==> src/rtl/tcw_pkg.sv <==
// shared types and constants for the text console writer
`timescale 1ns / 1ps

package tcw_pkg;

    // request action codes
    localparam logic [1:0] ACT_PUT   = 2'd0;
    localparam logic [1:0] ACT_CLEAR = 2'd1;
    localparam logic [1:0] ACT_READ  = 2'd2;
    localparam logic [1:0] ACT_NONE  = 2'd3;

    // configuration register indexes
    localparam logic REG_FG = 1'b0;
    localparam logic REG_BG = 1'b1;

    // character and cell constants
    localparam logic [7:0]  NEWLINE_CODE = 8'h0A;
    localparam logic [7:0]  SPACE_CODE   = 8'h20;
    localparam logic [15:0] RESET_CELL   = 16'h0F20;
    localparam logic [3:0]  RESET_FG     = 4'hF;
    localparam logic [3:0]  RESET_BG     = 4'h0;

    // one request
    typedef struct packed {
        logic [1:0]  action;
        logic [7:0]  char_code;
        logic [10:0] read_address;
    } req_t;

    // one result
    typedef struct packed {
        logic [10:0] cursor_position;
        logic [15:0] read_cell;
        logic        scrolled;
    } rsp_t;

    // datapath operation for the current cycle
    typedef enum logic [2:0] {
        OP_IDLE,
        OP_PUT,
        OP_SCROLL,
        OP_FILL_INIT,
        OP_FILL_CLEAR,
        OP_READ,
        OP_FINISH
    } dp_op_t;

    // controller to datapath
    typedef struct packed {
        logic   accept;
        dp_op_t op;
    } ctrl_cmd_t;

    // datapath to controller
    typedef struct packed {
        logic overflow;
        logic sweep_last;
    } dp_status_t;

endpackage

==> src/rtl/tcw_ctrl.sv <==
// controller state machine for the text console writer
`timescale 1ns / 1ps

module tcw_ctrl (
    input  logic                   clk,
    input  logic                   rst_n,
    input  logic                   start,
    input  logic [1:0]             action,
    input  tcw_pkg::dp_status_t    status,
    output tcw_pkg::ctrl_cmd_t     cmd,
    output logic                   busy,
    output logic                   done
);
    import tcw_pkg::*;

    typedef enum logic [2:0] {
        S_INIT,
        S_IDLE,
        S_PUT,
        S_SCROLL,
        S_CLEAR,
        S_READ,
        S_FINISH
    } state_t;

    state_t state_reg, state_next;
    logic   done_reg;
    logic   accept;

    assign accept = start && (state_reg == S_IDLE);
    assign busy   = (state_reg != S_IDLE);
    assign done   = done_reg;

    // next state
    always_comb
    begin
        state_next = state_reg;
        unique case (state_reg)
            S_INIT:
            begin
                if (status.sweep_last)
                    state_next = S_IDLE;
            end
            S_IDLE:
            begin
                if (start)
                begin
                    unique case (action)
                        ACT_PUT:   state_next = S_PUT;
                        ACT_CLEAR: state_next = S_CLEAR;
                        ACT_READ:  state_next = S_READ;
                        default:   state_next = S_FINISH;
                    endcase
                end
            end
            S_PUT:
            begin
                state_next = status.overflow ? S_SCROLL : S_FINISH;
            end
            S_SCROLL, S_CLEAR:
            begin
                if (status.sweep_last)
                    state_next = S_FINISH;
            end
            S_READ:   state_next = S_FINISH;
            S_FINISH: state_next = S_IDLE;
            default:  state_next = S_IDLE;
        endcase
    end

    // datapath command decode
    always_comb
    begin
        cmd.accept = accept;
        unique case (state_reg)
            S_INIT:   cmd.op = OP_FILL_INIT;
            S_PUT:    cmd.op = OP_PUT;
            S_SCROLL: cmd.op = OP_SCROLL;
            S_CLEAR:  cmd.op = OP_FILL_CLEAR;
            S_READ:   cmd.op = OP_READ;
            S_FINISH: cmd.op = OP_FINISH;
            default:  cmd.op = OP_IDLE;
        endcase
    end

    // state and result strobe
    always_ff @(posedge clk or negedge rst_n)
    begin
        if (!rst_n)
        begin
            state_reg <= S_INIT;
            done_reg  <= 1'b0;
        end
        else
        begin
            state_reg <= state_next;
            done_reg  <= (state_reg == S_FINISH);
        end
    end

    // every accepted request makes the block busy in the next cycle
    a_accept_busy: assert property (@(posedge clk) disable iff (!rst_n)
        accept |=> busy)
        else $error("accepted request did not make the block busy");

    // the strobe follows the finishing cycle only
    a_done_after_finish: assert property (@(posedge clk) disable iff (!rst_n)
        done_reg |-> $past(state_reg == S_FINISH))
        else $error("result strobe without a finishing cycle");

    // a put that stays on screen finishes at once
    a_put_no_scroll: assert property (@(posedge clk) disable iff (!rst_n)
        (state_reg == S_PUT) && !status.overflow |=> state_reg == S_FINISH)
        else $error("put without overflow did not finish");

endmodule

==> config.mk <==
export PLATFORM = sky130hd
export DESIGN_NAME = tcw_ctrl
export DESIGN_NICKNAME = d
export VERILOG_FILES = /design/src/rtl/tcw_pkg.sv /design/src/rtl/tcw_ctrl.sv
export SDC_FILE = /design/constraint.sdc
export NUM_CORES = 1
export LEC_CHECK = 0
export BUFFER_PORTS_ARGS = -buffer_cell sky130_fd_sc_hd__clkbuf_2
export CAP_MARGIN = 25
export CORE_AREA = 2 2 39 41
export CTS_CLUSTER_DIAMETER = 100
export DETAILED_ROUTE_END_ITERATION = 10
export DIE_AREA = 0 0 41 43
export GPL_TIMING_DRIVEN = 0
export PLACE_DENSITY_LB_ADDON = 0.3
export SLEW_MARGIN = 10
export SYNTH_ARGS = -nofsm -noshare
export SYNTH_HDL_FRONTEND = slang
export SYNTH_SLANG_ARGS = --single-unit
==> constraint.sdc <==
create_clock -name clk -period 1.06 [get_ports clk]
set_input_delay 0.106 -clock clk [delete_from_list [all_inputs] [get_ports clk]]
set_output_delay 0.106 -clock clk [all_outputs]
set_load 0.03 [all_outputs]
==> results of run 1 <==
worst max-delay path: stages (launching register included):
cell and delay (ps):
dfrtp_1 380, or3_1 390, o21ai_2 70, clkbuf_8 170
placed cells by master (no fill, tap or decap), types with 2 or more instances in the layout:
| cell type | count |
|---|---|
| inv_1 | 3 |
| dfrtp_2 | 2 |
| buf_4 | 5 |
| buf_6 | 5 |
| clkbuf_2 | 7 |
| a21oi_2 | 2 |
| o21a_1 | 2 |
| ha_1 | 2 |
| clkbuf_8 | 4 |
| dfrtp_1 | 2 |
| clkbuf_4 | 3 |
| o21ai_2 | 2 |
metal layers:
metal,GRT usage (%),share of wire [%],wire length (um),up-vias
li1,-,-,-,165
met1,8.41,35,278,153
met2,16.6,61,480,7
met3,3.14,3.8,30,0
met4,10.0,0,0,0
met5,0,0,0,-
kinds of logic (layout without fill, tap and decap cells):
group	Yosys count	in the layout	synth area share, %
AOI/OAI and AO/OA	11	11	26.9
xor gates and xnor gates	1	1	3.08
adders and majority gates	2	2	8.81
buffers and inverters	7	31	13.2
DFF	4	4	35.2
and+or+nand+nor	8	8	12.8
worst max path at each step:
stage,endpoint,startpoint,cells after the start,slack (ps)
after floorplan,cmd[1],state_reg[1],2,-10
after global placement,cmd[1],state_reg[1],3,-160
after detailed placement,cmd[1],state_reg[1],3,-150
after CTS,cmd[1],state_reg[0],3,-300
after global routing,cmd[1],state_reg[0],3,-350
final,cmd[1],state_reg[0],3,-300
timing repair:
action / CTS / global route
resized for setup: 22 / 9
hold buffers: 1 / 0
setup endpoints to repair: 5 / 8
endpoints found under the hold margin: 4 / 0
pin swaps: 5 / 3
setup buffers: 8 / 1
through the flow:
stage / total power, W / hold slack [ps]
after detailed placement: 0.00130 / -82.5
after CTS: 0.00201 / 201
after global routing: 0.00235 / 237
after floorplan: 0.00109 / -190
final: 0.00220 / 212
after global placement: 0.00130 / -85.2
final cells by class:
| class | count | area (sq um) |
|---|---|---|
| fill | 132 | 782 |
| multi-input combinational | 22 | 221 |
| clock buffer | 3 | 22.5 |
| timing repair buffer | 22 | 198 |
| inverter | 5 | 26.3 |
| tap | 16 | 20.0 |
| sequential | 4 | 103 |
| buffer | 1 | 11.3 |
power groups by stage:
stage / Combinational [W] / Sequential, W / Clock [W]
2_1_floorplan: 0.000765 / 0.000320 / 0
3_3_place_gp: 0.000978 / 0.000319 / 0
3_5_place_dp: 0.000984 / 0.000313 / 0
4_1_cts: 0.00152 / 0.000290 / 0.000199
5_1_grt: 0.00184 / 0.000301 / 0.000205
6_report: 0.00172 / 0.000293 / 0.000189
==> impl_metrics.toml, run 1 <==
[status]
status = "finished with violations"
violations = "setup timing"

[placement]
dp_slack_ps = -150
place_inst = 61
numPortBuffers = 12
dp_hpwl_um = 490
place_area_sq_um = 388
place.gp.congestion = 0.586

[timing]
finalHoldViolations = 0
finalClockSkew_ps = 4.82
slew_viol_final = 0
max-slew-margin-rel_pct = 88.4
tightest_slew_ps = 173
finalSetupViolations = 6
setup_ws_ps = -297
max_freq_ghz = 0.737
period_share_pct = 128
rsz0062_at_grt = "yes"
tns_ps = -1090
period_minus_slack_ps = 1360

[setup_path]
r2r_setup_slack_ps = 0
required_ps = 950
path_class = "register to output port"
arrival_ps = 1250
reg2reg_from = "state_reg[0]"
critPathLaunchType = "register"
critPathCaptureType = "output port"
reg2reg_depth = 5
rr_endpoint = "state_reg[0]"
critPathMaxFanout = 3

[pwr]
power_switching_w = 0.000981
p_sw_share_pct = 44.5
cellLeakagePower_nw = 0.278
peakVddDrop_v = 0.00113
internal-power_w = 0.00122
p_per_area_mw_per_mm2 = 3660
comb_power_share_pct = 78.1
p_seq_share_pct = 13.3
pwr-share-clk_pct = 8.6

[global_routing]
grt_pass1_vias = 307
antenna_found_initial = 0
grt-ovfl-total = 0
grt_pass1_wl_mm = 1.14
grt_max_degree = 8
track_usage_pct = 10.1

[cells_and_area]
stdcell_area_sq_um = 602
layout.nets = 68
layout.cells.non_filler = 73
layout-drive-gt1-share_pct = 75.4
final_util_pct = 43.5
largest_reg_flops = 3
areaGrowthSynthToFinish_pct = 112
n_antenna_cell = 0

[synthesis]
synthArstFlopShare_pct = 100
netlist_instances = 33
ys_warn_count = 0
synth.distinct_cells = 19
synth-edff-count = 0
ys.flop_type = "dfrtp_1"
yosysTopAreaCellShare_pct = 35.2
synth_largest_area_cell = "dfrtp_1"
yosys-top-cells-count = "4 x dfrtp_1, 4 x inv_1, 3 x a21oi_1"
synth_area_leaders = "dfrtp_1 35%, ha_1 8.8%, a21oi_1 5.3%"
ys_ff_latch = 4
synth_nets = 42
syn_area_per_cell_sq_um = 8.61
seq_area_frac_synth_pct = 35.2
synth_area_sq_um = 284

[clocking]
cts_tree = "built"
htree_levels = 1
clk_pin_slew_ps = 40
cts_buffer_depth = 2
cts-buffers-inserted = 3
clock_latency_ps = 230
clock_sinks = 4
cts-root-buf = "clkbuf_4"

[route]
route.detailed.drc = 0
first_pass_iters = 1
drt_iter0_markers = 0
vias = 325
viasPerCell = 4.45
wire_per_inst_um = 10.8
final_antenna_net_count = 0
totalWireLength_um = 789

[floorplanning]
coreArea_sq_mm = 0.00138
initial_core_util_pct = 20.5
ios = 13
die_y_um = 43
die_width_um = 41
dieArea_sq_mm = 0.00176
rows = 14

[flow_run]
cap_viol_max_count = 0

[min_path]
hold_class = "primary input to async pin"
No activity file was read; power rests on OpenSTA's default activity.
==> run 2: changes to the inputs <==
Settings changed: SETUP_SLACK_MARGIN from default to 0.5.
Clock period 1.06 ns to 1.2 ns, I/O delays scaled along.
==> run 2 against run 1 <==
Compared with the run above:
- largest cell class unchanged
- critical path type unchanged
- sequential power is 11% lower
- the flow still finishes with violations (setup timing)
- clock power down 16%
- design area is 3.5% lower
- critical endpoint unchanged
==> impl_metrics.toml, run 2 (synthesis results as in run 1) <==
[setup_path]
critPathMaxFanout = 3
r2r_setup_slack_ps = 120
critPathLaunchType = "register"
path_class = "register to output port"
rr_endpoint = "state_reg[2]"
required_ps = 1080
critPathCaptureType = "output port"
reg2reg_from = "state_reg[0]"
critPathLaunch = "state_reg[0]"
arrival_ps = 1240
reg2reg_depth = 5

[timing]
tightest_slew_ps = 192
slew_viol_final = 0
setup_ws_ps = -163
max_freq_ghz = 0.734
period_share_pct = 114
finalHoldViolations = 0
max-slew-margin-rel_pct = 87.2
rsz0062_at_grt = "yes"
finalClockSkew_ps = 5.62
period_minus_slack_ps = 1360
finalSetupViolations = 4
timing.hold.ws_ps = 235

[route]
viasPerCell = 4.46
route.detailed.drc = 0
wire_per_inst_um = 10.5
drt_iter0_markers = 2
first_pass_iters = 2
final_antenna_net_count = 0
vias = 317
totalWireLength_um = 743

[cells_and_area]
areaGrowthSynthToFinish_pct = 104
largest_reg_flops = 3
n_antenna_cell = 0
layout_common_cells = "6 x clkbuf_2, 5 x buf_6, 4 x clkbuf_4, 4 x clkbuf_8"
n_fill_cell = 139
layout-drive-gt1-share_pct = 70.9
layout.nets = 66
final_common_cell = "clkbuf_2"

[floorplanning]
initial_core_util_pct = 20.5
die_width_um = 41
coreArea_sq_mm = 0.00138
die_y_um = 43
dieArea_sq_mm = 0.00176
rows = 14
ios = 13

[pwr]
p_per_area_mw_per_mm2 = 3180
cellLeakagePower_nw = 0.273
peakVddDrop_v = 0.000819

[global_routing]
grt_max_degree = 7
grt_pass1_wl_mm = 1.15
grt-ovfl-total = 0
antenna_found_initial = 0
track_usage_pct = 9.45
grt_pass1_vias = 316

[clocking]
cts-root-buf = "clkbuf_4"
clock_latency_ps = 230
clock_sinks = 4
cts_buffer_depth = 2
cts_tree = "built"
htree_levels = 1
clk_pin_slew_ps = 40
cts-buffers-inserted = 3

[min_path]
hold_class = "primary input to async pin"

[placement]
place.gp.congestion = 0.661
dp_hpwl_um = 469
numPortBuffers = 12
dp_slack_ps = -20.4

[flow_run]
cap_viol_max_count = 0

[status]
violations = "setup timing"
status = "finished with violations"
run 2: repair_timing:
| action | 4_1_cts | 5_1_grt |
|---|---|---|
| pin swaps | 3 | 2 |
| endpoints found under the hold margin | 4 | 0 |
| resized for setup | 22 | 5 |
| hold buffers | 1 | 0 |
| setup endpoints to repair | 10 | 10 |
| setup buffers | 5 | 1 |
run 2: stage by stage:
step	cell area (sq um)	power (W)	std cells	setup TNS (ps)	util, %
final	581	0.00185	71	-377	42.0
after global routing	581	0.00197	71	-567	42.0
after detailed placement	390	0.00115	61	-20.4	28.2
after global placement	390	0.00115	61	-31.7	28.2
after CTS	551	0.00172	70	-308	39.8
after floorplan	310	0.000964	33	0	-
run 2: metal layers:
metal / vias to the layer above / routed length (um) / share of wire, % / global-route usage (%)
met5: - / 0 / 0 / 0
met4: 0 / 0 / 0 / 4.00
met3: 0 / 33 / 4.4 / 3.66
met2: 9 / 434 / 58 / 15.6
met1: 150 / 276 / 37 / 10.0
li1: 158 / - / - / -
run 2: final cells by class:
type | instances | area [sq um] | area share (%)
Timing Repair Buffer | 19 | 178 | 30.6
Inverter | 5 | 18.8 | 3.23
Buffer | 2 | 18.8 | 3.23
Multi-Input combinational cell | 22 | 220 | 37.9
Clock buffer | 3 | 22.5 | 3.88
Tap cell | 16 | 20.0 | 3.45
Sequential cell | 4 | 103 | 17.7
run 2: power breakdown:
group | total [W] | internal [W] | switching [W]
sequential | 0.000260 | 0.000204 | 0.0000561
combinational | 0.00143 | 0.000702 | 0.000728
clock | 0.000158 | 0.000111 | 0.0000469
run 2: worst max-delay path by stage:
| stage | end |
|---|---|
| floorplan | cmd[1] |
| detailed placement | cmd[1] |
| global route | cmd[1] |
| global placement | cmd[1] |
| CTS | cmd[1] |
| finish | cmd[1] |
run 2: worst max-delay path, cell delays in order, from the launching register on:
cell	delay (ps)
dfrtp_1	390
or3_1	390
o21ai_2	70
clkbuf_8	170
==> run 3: changes to the inputs <==
Clock period 1.2 ns to 1.6 ns, I/O delays scaled along.
==> run 3 against run 2 <==
Compared with the run above:
- the flow now finishes without violations
- die area stayed put
- routed wire length is 5.9% lower
- combinational power is 34% lower
- core utilization is 3.7 points lower
- critical endpoint unchanged
- highest routed layer is now met4
==> impl_metrics.toml, run 3 (synthesis results as in run 1) <==
[floorplanning]
dieArea_sq_mm = 0.00176
rows = 14
die_y_um = 43
die_width_um = 41
coreArea_sq_mm = 0.00138
ios = 13
initial_core_util_pct = 20.5

[route]
route.detailed.drc = 0
viasPerCell = 4.33
vias = 312
first_pass_iters = 2
drt_iter0_markers = 1
totalWireLength_um = 699
wire_per_inst_um = 9.71
final_antenna_net_count = 0

[setup_path]
critPathCaptureType = "output port"
reg2reg_depth = 5
critPathLaunchType = "register"
r2r_setup_slack_ps = 500
slowest_delay_ps = 420
critPathLaunch = "state_reg[1]"
critPathSlowestCell = "dfrtp_2"
path_class = "register to output port"
reg2reg_from = "state_reg[2]"
required_ps = 1440
rr_endpoint = "state_reg[1]"
arrival_ps = 1260
critPathMaxFanout = 3
crit_path_cell_trace = "or3_4, o21ai_2, clkbuf_8"

[timing]
finalClockSkew_ps = 1.96
max_freq_ghz = 0.706
period_minus_slack_ps = 1420
tightest_slew_ps = 177
max-slew-margin-rel_pct = 88.1
timing.hold.ws_ps = 271
rsz0062_at_grt = "yes"
finalSetupViolations = 0
finalHoldViolations = 0
tns_ps = 0
slew_viol_final = 0
period_share_pct = 88.6

[pwr]
p_per_area_mw_per_mm2 = 2390
comb_power_share_pct = 74.9
pwr-share-clk_pct = 9.7
peakVddDrop_v = 0.000667
internal-power_w = 0.000702
p_seq_share_pct = 15.5
cellLeakagePower_nw = 0.257
power_switching_w = 0.000565
p_sw_share_pct = 44.6

[status]
status = "finished clean"

[global_routing]
track_usage_pct = 10.2
grt-ovfl-total = 0
grt_pass1_vias = 317
grt_max_degree = 8
grt_pass1_wl_mm = 1.15
antenna_found_initial = 0

[cells_and_area]
final_common_cell = "clkbuf_2"
areaGrowthSynthToFinish_pct = 86.3
layout-drive-gt1-share_pct = 66.1
layout.nets = 67
n_antenna_cell = 0
layout_common_cells = "7 x clkbuf_2, 6 x clkbuf_4, 5 x buf_4"
n_fill_cell = 144
largest_reg_flops = 3
seq_area_sq_um = 103
stdcell_area_sq_um = 529
multi_input_area_sq_um = 188

[flow_run]
cap_viol_max_count = 0

[clocking]
cts-buffers-inserted = 3
clk_pin_slew_ps = 40
cts_tree = "built"
htree_levels = 1
clock_latency_ps = 230
cts-root-buf = "clkbuf_4"
cts_buffer_depth = 2
clock_sinks = 4

[min_path]
hold_class = "primary input to async pin"

[placement]
place_area_sq_um = 388
dp_hpwl_um = 500
place.gp.congestion = 0.553
numPortBuffers = 12
run 3: changes by cell type in the layout (fill, tap and decap cells not counted), moves of 2 or more:
cell	delta
buf_4	+2
clkbuf_4	+2
clkbuf_8	-2
nand2_4	-2
run 3: through the flow:
| stage | total power, W | std cells | worst slack (ps) | utilization, % |
|---|---|---|---|---|
| after CTS | 0.00121 | 71 | 186 | 36.2 |
| after global placement | 0.000861 | 61 | 326 | 28.0 |
| after global routing | 0.00136 | 72 | 148 | 38.2 |
| final | 0.00127 | 72 | 183 | 38.2 |
| after detailed placement | 0.000863 | 61 | 329 | 28.0 |
| after floorplan | 0.000719 | 33 | 471 | - |
run 3: timing repair:
action                                  4_1_cts  5_1_grt
gates resized for setup                      11        5
hold buffers                                  1        0
pin swaps                                     2        3
hold endpoints to repair                      4        0
endpoints found under the setup margin        5        8
buffers inserted                              6        1
run 3: routing by layer:
metal / wire length (um) / track usage, %
met2: 391 / 16.6
met4: 12 / 10.0
met3: 32 / 3.14
met1: 261 / 8.74
met5: 0 / 0
run 3: layout make-up:
cell class | instances | area share, %
multi-input combinational | 22 | 35.5
clock buffer | 3 | 4.26
tap | 16 | 3.78
sequential | 4 | 19.4
timing repair buffer | 20 | 30.0
buffer | 2 | 3.55
inverter | 5 | 3.55
run 3: worst max path at each step:
stage               endpoint  slack [ps]  cells past startpoint
detailed placement    cmd[1]         330                      3
finish                cmd[1]         180                      3
global route          cmd[1]         150                      3
global placement      cmd[1]         330                      3
CTS                   cmd[1]         190                      3
floorplan             cmd[1]         470                      2
run 3: power groups by stage:
stage	sequential, W	combinational, W	clock, W
6_report	0.000196	0.000949	0.000123
5_1_grt	0.000202	0.00102	0.000134
4_1_cts	0.000193	0.000884	0.000129
3_5_place_dp	0.000209	0.000654	0
3_3_place_gp	0.000212	0.000649	0
2_1_floorplan	0.000212	0.000507	0
run 3: critical path, delay by kind of cell (launching register included):
family	cells	cell delay, ps
compound gates	1	70
flops	1	420
simple gates	1	370
buf+inv	1	170
